### src/sed444_pkg.sv
// shared constants, types and state codes for the serpentine error diffusion block
// no dependencies; used by every module of the block
package sed444_pkg;

	localparam int LINE_WIDTH_W      = 11;
	localparam int DEFAULT_MAX_WIDTH = 1024;
	localparam int PIX_W             = 8;
	localparam int ERR_W             = 16;
	localparam int CHANNELS          = 3;
	localparam int QUEUE_DEPTH       = 4;

	// quantizer constants
	localparam int          LEVEL_ROUND = 8;
	localparam int          PIX_MAX     = 255;
	localparam logic [7:0]  LEVEL_MASK  = 8'hF0;
	localparam logic [7:0]  LEVEL_MAX   = 8'hF0;

	// diffusion weights, shares are weight/16 truncated toward zero
	localparam logic [2:0] WT_AHEAD  = 3'd7;
	localparam logic [2:0] WT_BEHIND = 3'd3;
	localparam logic [2:0] WT_BELOW  = 3'd5;
	localparam logic [2:0] WT_DIAG   = 3'd1;
	localparam int         SHARE_SHIFT = 4;

	typedef logic signed [ERR_W-1:0] err_t;
	typedef err_t [CHANNELS-1:0] err_vec_t;

	// classification of one pixel, made by the front end
	typedef struct packed {
		logic start;   // first pixel of a row, carry comes from the line
		logic prime;   // window must be reloaded before this pixel
		logic last;    // last pixel of the row
		logic back;    // row runs right to left
	} pix_class_t;

	typedef enum logic [2:0] {
		BK_CLEAR,
		BK_RUN,
		BK_FLUSH0,
		BK_FLUSH1,
		BK_PRIME0,
		BK_PRIME1,
		BK_PRIME2
	} bk_state_t;

endpackage

### src/sed444_queue.sv
// short first-in first-out queue between the front end and the back end
// depends on sed444_pkg for its depth
module sed444_queue #(
	parameter int WIDTH = 1
) (
	input  logic             clk,
	input  logic             arst_n,
	input  logic             push,
	input  logic [WIDTH-1:0] wdata,
	input  logic             pop,
	output logic             full,
	output logic             head_valid,
	output logic [WIDTH-1:0] head
);

	localparam int DEPTH = sed444_pkg::QUEUE_DEPTH;
	localparam int PTR_W = (DEPTH > 1) ? $clog2(DEPTH) : 1;
	localparam int CNT_W = $clog2(DEPTH + 1);

	logic [WIDTH-1:0] slot_q [DEPTH];
	logic [PTR_W-1:0] wr_ptr_q;
	logic [PTR_W-1:0] rd_ptr_q;
	logic [CNT_W-1:0] count_q;

	assign full       = (count_q == CNT_W'(DEPTH));
	assign head_valid = (count_q != '0);
	assign head       = slot_q[rd_ptr_q];

	function automatic logic [PTR_W-1:0] bump(input logic [PTR_W-1:0] p);
		bump = (p == PTR_W'(DEPTH - 1)) ? '0 : (p + PTR_W'(1));
	endfunction

	always_ff @(posedge clk or negedge arst_n) begin
		if (!arst_n) begin
			wr_ptr_q <= '0;
			rd_ptr_q <= '0;
			count_q  <= '0;
		end else begin
			if (push) begin
				wr_ptr_q <= bump(wr_ptr_q);
			end
			if (pop) begin
				rd_ptr_q <= bump(rd_ptr_q);
			end
			if (push && !pop) begin
				count_q <= count_q + CNT_W'(1);
			end else if (pop && !push) begin
				count_q <= count_q - CNT_W'(1);
			end
		end
	end

	always_ff @(posedge clk) begin
		if (push) begin
			slot_q[wr_ptr_q] <= wdata;
		end
	end

endmodule

### config.mk
export PLATFORM = sky130hd
export DESIGN_NAME = sed444_queue
export DESIGN_NICKNAME = d
export VERILOG_FILES = /design/src/sed444_pkg.sv /design/src/sed444_queue.sv
export SDC_FILE = /design/constraint.sdc
export NUM_CORES = 1
export LEC_CHECK = 0
export ABC_CLOCK_PERIOD_IN_PS = 1700
export BUFFER_PORTS_ARGS = -buffer_cell sky130_fd_sc_hd__buf_2
export CELL_PAD_IN_SITES_DETAIL_PLACEMENT = 0
export CELL_PAD_IN_SITES_GLOBAL_PLACEMENT = 1
export CORE_MARGIN = 2
export CORE_UTILIZATION = 42
export CTS_CLUSTER_SIZE = 25
export DETAILED_ROUTE_END_ITERATION = 16
export MAX_ROUTING_LAYER = met4
export PLACE_DENSITY_LB_ADDON = 0.1
export SYNTH_ARGS = -nofsm -noshare
export SYNTH_HDL_FRONTEND = slang
export SYNTH_SLANG_ARGS = --single-unit
### constraint.sdc
create_clock -name clk -period 1.7 [get_ports clk]
set_input_delay 0.17 -clock clk [delete_from_list [all_inputs] [get_ports clk]]
set_output_delay 0.17 -clock clk [all_outputs]
set_load 0.02 [all_outputs]
==> impl_metrics.toml <==
[status]
status = "completed"

[synth]
syn_area_sq_um = 554
syn_nets = 54
netlist.top_cell.by_area = "dfrtp_1"
synth_top_area_share_pct = 31.6
syn_inst = 42
synth_area_leaders = "dfrtp_1 32%, edfxtp_1 22%, ha_1 14%"
ys_warn_count = 0
ys_ff_latch = 11
seq_area_frac_synth_pct = 53.3
syn_avg_cell_area_sq_um = 13.2
synth_cell_types = 17

[pwr]
ir_drop_mv = 0.709
p_per_area_mw_per_mm2 = 1570
leakagePower_nw = 0.295

[final_layout]
drive_above_1_share_pct = 25.9
regArea_sq_um = 295
final_cell_mix = "7 x dfrtp_1, 7 x buf_2, 6 x ha_1"
area_growth_pct = 16.3
n_antenna_cell = 0
multi_input_area_sq_um = 244
n_fill_cell = 123
nets = 67

[clock_tree]
path_clk_slew_ns = 0.07
cts-root-buf = "clkbuf_4"
htreeDepth = 1
cts_made_buffers = 3
post_cts_buffers = 0
cts_tree = "built"
cts.sinks = 11
worstSkewPairLatency_ns = 0.26
clk_path_buf_depth = 2

[grt]
grt_pass1_vias = 331
grt_remaining_overflow = 0
antenna_found_initial = 0
grt.total_usage_pct = 13.5
grt_start_max_net_pins = 10
grt_first_pass_wirelength_um = 1330

[detailed_routing]
routedWlPerCell_um = 12.8
drt_iter0_markers = 3
drc = 0
viasPerCell = 4.91
totalWireLength_um = 880
final_antenna_net_count = 0
via_count = 339
drt_pass1_iterations = 4

[sta]
grt_setup_unrepaired = "false"
setup_viol = 0
setup_tns_ns = 0
max_freq_mhz = 657
whs_ns = 0.131
post-route-min-period_ns = 1.52
tightest_slew_ns = 0.193
fin_skew_ns = 0.000372
report.final.slew_viol_count = 0
finalHoldViolCount = 0
min_period_over_period_pct = 89.5
slew_headroom_pct = 87.1

[floorplan]
io_pins = 8
die_width_um = 40.3
die_h_um = 40.3
rows = 13
core_sq_mm = 0.00127
start_util_pct = 43.7
dieArea_sq_mm = 0.00163

[run]
maxCapViolCount = 0

[worst_setup_path]
cp.arrival_ns = 1.35
startpoint_type = "register"
end_kind = "primary output"
worstPathRequired_ns = 1.53
path_max_fanout = 4
path_class = "register to primary output"

[placement]
portBuffers = 7
dp_hpwl_um = 699
gp_congestion = 0.666

[min_path]
hp-class = "input pin to register"
==> repair_timing <==
| action | in CTS | in global routing |
|---|---|---|
| gates resized for setup | 0 | 0 |
| hold buffers | 1 | 0 |
| endpoints found under the hold margin | 7 | 0 |
==> final timing paths <==
path | to | from | slack (ns) | cells after the start
max in group asynchronous | wr_ptr_q[0] | arst_n | 1.28 | 2
min in group asynchronous | count_q[2] | arst_n | 0.27 | 2
worst max register to register | count_q[2] | count_q[0] | 0.31 | 4
worst max-delay path | head | rd_ptr_q[0] | 0.18 | 2
worst min register to register | count_q[2] | count_q[2] | 0.51 | 1
worst min-delay path | slot_q[3] | wdata | 0.13 | 1
==> stage by stage <==
stage          total power [mW]  instance area [sq um]  setup slack [ns]  utilization, %  instances
3_3_place_gp              0.799                    608             0.259            47.9         64
2_1_floorplan             0.728                    554             0.408               -         42
5_1_grt                    1.09                    644             0.119            50.8         69
6_report                   1.01                    644             0.178            50.8         69
3_5_place_dp              0.850                    608             0.203            47.9         64
4_1_cts                    1.03                    644             0.172            50.8         69
==> cell type report <==
| cell class | instances | area share [%] |
|---|---|---|
| repair buffers | 8 | 6.99 |
| flip-flops and latches | 11 | 45.8 |
| multi-input cells | 27 | 37.9 |
| well taps | 15 | 2.91 |
| clock buffers | 4 | 4.08 |
| inverters | 4 | 2.33 |
==> per-layer routing <==
| metal | track usage (%) | part of all wire, % | up-vias |
|---|---|---|---|
| met5 | - | 0 | - |
| met4 | 7.50 | 0.68 | 0 |
| met3 | 3.33 | 4.2 | 2 |
| met2 | 23.4 | 53 | 7 |
| met1 | 13.6 | 42 | 163 |
| li1 | - | - | 167 |
==> logic make-up (layout without fill, tap and decap cells) <==
kind of cell	after synthesis	after routing	synth area share [%]
buf+inv	4	16	2.71
flops	11	11	53.3
xor+xnor	3	3	4.74
compound gates	3	3	3.39
simple gates	11	11	10.6
fa+ha+maj	7	7	17.2
mux	3	3	8.13
==> registers in the layout, summed over array words and instances (netlist names) <==
register and flops:
slot_q 4, count_q 3, rd_ptr_q 2, wr_ptr_q 2
==> where the power goes <==
group          total (mW)  switching [mW]  leakage (nW)  internal [mW]
Sequential          0.469          0.0940         0.120          0.375
Combinational       0.370           0.181         0.160          0.189
Clock               0.173          0.0822        0.0150         0.0905
==> cells in the mapped netlist <==
master    n
a21o_2    1
and2_1    4
dfrtp_1   7
edfxtp_1  4
fa_1      1
ha_1      6
inv_1     4
mux2_2    2
mux4_2    1
nand2_1   2
nor2_1    2
nor3_1    1
nor3b_1   1
o21ai_0   2
or3_1     1
xnor2_1   1
xor2_1    2
==> critical path, stage by stage, from the launching register on <==
cell     delay [ns]
dfrtp_1        0.42
mux4_2         0.50
buf_2          0.17
(Power assumes the default switching activity.)
