$ cat config.mk
export PLATFORM = sky130hd
export DESIGN_NAME = sed444_front
export DESIGN_NICKNAME = d
export VERILOG_FILES = /design/src/sed444_pkg.sv /design/src/sed444_front.sv
export SDC_FILE = /design/constraint.sdc
export NUM_CORES = 1
export LEC_CHECK = 0
export ABC_CLOCK_PERIOD_IN_PS = 18100
export BUFFER_PORTS_ARGS = -buffer_cell sky130_fd_sc_hd__buf_2
export CORE_AREA = 4 4 105 107
export CTS_CLUSTER_SIZE = 30
export DETAILED_ROUTE_END_ITERATION = 10
export DIE_AREA = 0 0 109 111
export GPL_TIMING_DRIVEN = 0
export SKIP_CTS_REPAIR_TIMING = 1
export SLEW_MARGIN = 10
export SYNTH_ARGS = -nofsm -noshare
export SYNTH_HDL_FRONTEND = slang
export SYNTH_SLANG_ARGS = --single-unit
$ cat constraint.sdc
create_clock -name clk -period 18.1 [get_ports clk]
set_input_delay 2.715 -clock clk [delete_from_list [all_inputs] [get_ports clk]]
set_output_delay 2.715 -clock clk [all_outputs]
set_load 0.01 [all_outputs]
$ cat src/sed444_pkg.sv
// shared constants, types and state codes for the serpentine error diffusion block
// no dependencies; used by every module of the block
package sed444_pkg;

	localparam int LINE_WIDTH_W      = 11;
	localparam int DEFAULT_MAX_WIDTH = 1024;
	localparam int PIX_W             = 8;
	localparam int ERR_W             = 16;
	localparam int CHANNELS          = 3;
	localparam int QUEUE_DEPTH       = 4;

	// quantizer constants
	localparam int          LEVEL_ROUND = 8;
	localparam int          PIX_MAX     = 255;
	localparam logic [7:0]  LEVEL_MASK  = 8'hF0;
	localparam logic [7:0]  LEVEL_MAX   = 8'hF0;

	// diffusion weights, shares are weight/16 truncated toward zero
	localparam logic [2:0] WT_AHEAD  = 3'd7;
	localparam logic [2:0] WT_BEHIND = 3'd3;
	localparam logic [2:0] WT_BELOW  = 3'd5;
	localparam logic [2:0] WT_DIAG   = 3'd1;
	localparam int         SHARE_SHIFT = 4;

	typedef logic signed [ERR_W-1:0] err_t;
	typedef err_t [CHANNELS-1:0] err_vec_t;

	// classification of one pixel, made by the front end
	typedef struct packed {
		logic start;   // first pixel of a row, carry comes from the line
		logic prime;   // window must be reloaded before this pixel
		logic last;    // last pixel of the row
		logic back;    // row runs right to left
	} pix_class_t;

	typedef enum logic [2:0] {
		BK_CLEAR,
		BK_RUN,
		BK_FLUSH0,
		BK_FLUSH1,
		BK_PRIME0,
		BK_PRIME1,
		BK_PRIME2
	} bk_state_t;

endpackage

$ cat src/sed444_front.sv
// front end: row position tracking and pixel classification
// depends on sed444_pkg
module sed444_front #(
	parameter int MAX_WIDTH = sed444_pkg::DEFAULT_MAX_WIDTH,
	localparam int AW = $clog2(MAX_WIDTH + 2)
) (
	input  logic                                clk,
	input  logic                                arst_n,
	input  logic [sed444_pkg::LINE_WIDTH_W-1:0] line_width,
	input  logic                                take,
	input  logic                                right_to_left,
	output sed444_pkg::pix_class_t              cls,
	output logic [AW-1:0]                       j
);

	localparam int WW = $clog2(MAX_WIDTH + 1);
	localparam int LW = sed444_pkg::LINE_WIDTH_W;
	localparam int CW = ((WW > LW) ? WW : LW) + 1;
	localparam int PW = (MAX_WIDTH > 1) ? $clog2(MAX_WIDTH) : 1;

	logic [PW-1:0] pos_q;
	logic          row_backward_q;
	logic [AW-1:0] prev_j_q;

	logic [CW-1:0] lw_ext;
	logic [CW-1:0] w_eff;
	logic [CW-1:0] w_m1;
	logic [CW-1:0] pos_raw;
	logic [CW-1:0] pos;
	logic [CW-1:0] idx;
	logic [CW-1:0] j_full;
	logic [CW-1:0] pos_next;
	logic [AW-1:0] expect_j;
	logic          start;
	logic          last;
	logic          back;
	logic          jump;

	always_comb begin
		lw_ext = CW'(line_width);
		if (lw_ext == '0) begin
			w_eff = CW'(1);
		end else if (lw_ext > CW'(MAX_WIDTH)) begin
			w_eff = CW'(MAX_WIDTH);
		end else begin
			w_eff = lw_ext;
		end
		w_m1    = w_eff - CW'(1);
		pos_raw = CW'(pos_q);
		// position past a shrunken width is taken as the last pixel
		pos     = (pos_raw > w_m1) ? w_m1 : pos_raw;
		start   = (pos == '0);
		last    = (pos == w_m1);
		back    = start ? right_to_left : row_backward_q;
		idx     = back ? (w_m1 - pos) : pos;
		j_full  = idx + CW'(1);
		j       = j_full[AW-1:0];
		expect_j = back ? (prev_j_q - AW'(1)) : (prev_j_q + AW'(1));
		// a width change can move the scan entry off the running window
		jump    = !start && (j != expect_j);
		pos_next = last ? '0 : (pos + CW'(1));
		cls.start = start;
		cls.prime = start || jump;
		cls.last  = last;
		cls.back  = back;
	end

	always_ff @(posedge clk or negedge arst_n) begin
		if (!arst_n) begin
			pos_q          <= '0;
			row_backward_q <= 1'b0;
		end else if (take) begin
			pos_q          <= pos_next[PW-1:0];
			row_backward_q <= back;
		end
	end

	always_ff @(posedge clk) begin
		if (take) begin
			prev_j_q <= j;
		end
	end

endmodule

==> run metrics <==
average routed wire per standard cell 17.8 um; flip-flop and latch area 606 um^2; ranking of synthesized cells by area ha_1 (9.9%), edfxtp_1 (9.1%), dfrtp_1 (7.5%), xnor2_1 (6.5%), a21oi_1 (4.9%); Critical Path End Type primary output; initial antenna violation count 0; ANT cells 0; Die Wd 109 um; CTS tree built; total global routing overflow 0; ANT nets after route 0; first-pass GRT wire length 17.8 mm; CTS clk-pin slew, worst paths 0.08 ns; placed cell count 627; die footprint 12100 um^2; status completed; Fin. Hold Viols 0; Met2 Wirelength 5.17 mm; largest net degree at the start of global routing 21; Die Y 111 um; Slowest-stage cell, CP clkbuf_1; register area share after synthesis 16.6%; Routed met3 length 763 um; CP Launch Type input port; dpl hpwl 8.96 mm; wl on met1 5.03 mm; Worst path max stage delay 0.76 ns; Post-Route WL 11.2 mm; vias per cell 5.98; FFs w/ async S/R, synth 50.0%; Seq cells post-synth 22; vias in the first global route 3634; CTS max path bufs 2; # port buffers 28; critical path type input port to primary output; Slew @ Worst Pin 1.20 ns; setup tns final 0 ns; placement row count 37; CP required 15.39 ns; num ports 30; Yosys cell types 83; H-tree Lvls 1; yosys warns 0; hold crit path type flop to flop; Setup Skew 0.0255 ns; Slew headroom 19.1%; top layer in use met4; Root Driver clkbuf_8; Reg2Reg Setup Slack 11.06 ns; Critical Path Fanout Max 20; CTS sink count 22; Tcrit/Tclk final 87.0%; nets 542; syn avg cell area 7.88 um^2; cell count after synthesis 463; number of flops mapped to enable cells by yosys 11; DR iter-0 viols 399; most used cell, CP ha_1; Final setup viols 0; Net Count, Synth 509; Multi-input gate area 2800 um^2; Clock Latency Late Sink 0.29 ns; family with the most delay on the worst path compound AO/OA/AOI/OAI gates; Filler cells 1033; CP Data Arrival Time 13.04 ns; RD Place Congestion 0.857; Final Instance Count excl. Fillers 631; core box area 10100 um^2; Post-route DRC 0; Synth Flop Type edfxtp_1; Final WS setup 2.35 ns; Min Clock Period, post-route 15.75 ns; Final Max Slew Viols 0; total of max-cap violations 0; Yosys top cell by area ha_1; Starting Density 36.0%; post-synth top area share 9.95%; final core utilization 39.5%; Initial DRT Pass Iterations 7; routed via count 3776; unrepaired setup endpoints after global routing false; CTS buffer count 3; CP bufs+invs 9; share of layout cells above drive strength 1 11.9%; f_max 63.5 MHz; Syn Std Cell Area 3650 um^2; synthesis-to-layout area growth 9.74%; Synth top cells by count a21oi_1 (36), inv_1 (36), ha_1 (29), nand2_1 (29), nor2_1 (28); Place WS 2.49 ns; All-Layer GR Usage 18.3%
layout make-up:
type	instances	share of cell area, %
Buffer	21	2.56
Clock buffer	4	1.13
Inverter	38	3.62
Multi-Input combinational cell	382	69.8
Sequential cell	22	15.1
Tap cell	136	4.25
Timing Repair Buffer	28	3.50
per-stage QoR:
stage                     cell area (um^2)  hold WS [ns]
after floorplan                       3650         0.564
after global placement                3960         0.615
after detailed placement              3960         0.619
after CTS                             4000         0.632
after global routing                  4000         0.672
final                                 4000         0.630
worst register-to-register path, cell delays in order (launching register included):
cell	delay, ns
dfrtp_1	0.44
ha_1	0.34
a21o_1	0.16
a21o_1	0.16
a2111oi_0	0.43
a221oi_1	0.22
a31oi_2	0.52
nor2_4	0.11
buf_2	0.22
o21ai_1	0.51
inv_1	0.10
ha_1	0.26
nor4b_1	0.15
nor4b_2	0.19
a31oi_1	0.26
o211a_4	0.27
nor2_8	0.08
inv_4	0.13
clkbuf_1	0.76
nand2_1	0.11
o21ai_0	0.11
ha_1	0.25
o31ai_1	0.15
clkbuf_1	0.23
or3_1	0.39
nand3_1	0.09
o21ai_0	0.15
metal layers:
metal	vias up	track usage [%]
met4	0	5.56
met1	1783	25.0
met3	26	1.63
li1	1809	-
met5	-	0
met2	158	30.4
logic make-up (layout without fill, tap and decap cells):
| family | Yosys count | after routing | share of synthesized area [%] |
|---|---|---|---|
| buffers and inverters | 59 | 91 | 6.79 |
| flip-flops | 22 | 22 | 16.6 |
| adder cells (fa/ha/maj) | 31 | 31 | 11.0 |
| AO/OA/AOI/OAI | 147 | 147 | 28.4 |
| XOR/XNOR | 41 | 41 | 11.0 |
| AND/OR/NAND/NOR | 159 | 159 | 25.1 |
| multiplexers | 4 | 4 | 1.13 |
sequential cells by signal, indices dropped and copies added (netlist names):
name,cells
row_backward_q,1
pos_q,10
prev_j_q,11
placed cells by master, fill, tap and decap left out, types with 5 or more instances in the layout:
master | netlist | final
o21ai_0 | 17 | 17
nand2_1 | 29 | 29
nor2_1 | 28 | 28
o31ai_1 | 5 | 5
ha_1 | 29 | 29
edfxtp_1 | 11 | 11
o22ai_1 | 13 | 13
nor3_1 | 10 | 10
inv_1 | 36 | 36
clkbuf_1 | 11 | 12
xnor2_1 | 27 | 27
buf_2 | 4 | 32
dfrtp_1 | 11 | 11
a21oi_1 | 36 | 36
a21o_1 | 15 | 15
or3_1 | 11 | 11
a211oi_1 | 8 | 8
nand3_1 | 21 | 21
nor4_1 | 10 | 10
o211ai_1 | 5 | 5
nand2b_1 | 11 | 11
xor2_1 | 11 | 11
o21bai_1 | 5 | 5
nand4_1 | 6 | 6
final timing paths:
| check | cells after the start | startpoint | endpoint |
|---|---|---|---|
| worst max-delay path | 41 | line_width[10] | cls[2] |
| max in group asynchronous | 1 | arst_n | pos_q[9] |
| worst min-delay path | 2 | pos_q[1] | pos_q[1] |
| worst min register to register | 2 | pos_q[1] | pos_q[1] |
| min in group asynchronous | 1 | arst_n | pos_q[5] |
| worst max register to register | 26 | pos_q[3] | prev_j_q[8] |
Power is not shown: default switching activity piles up to over one toggle a cycle in this logic, so the estimate is an artifact.
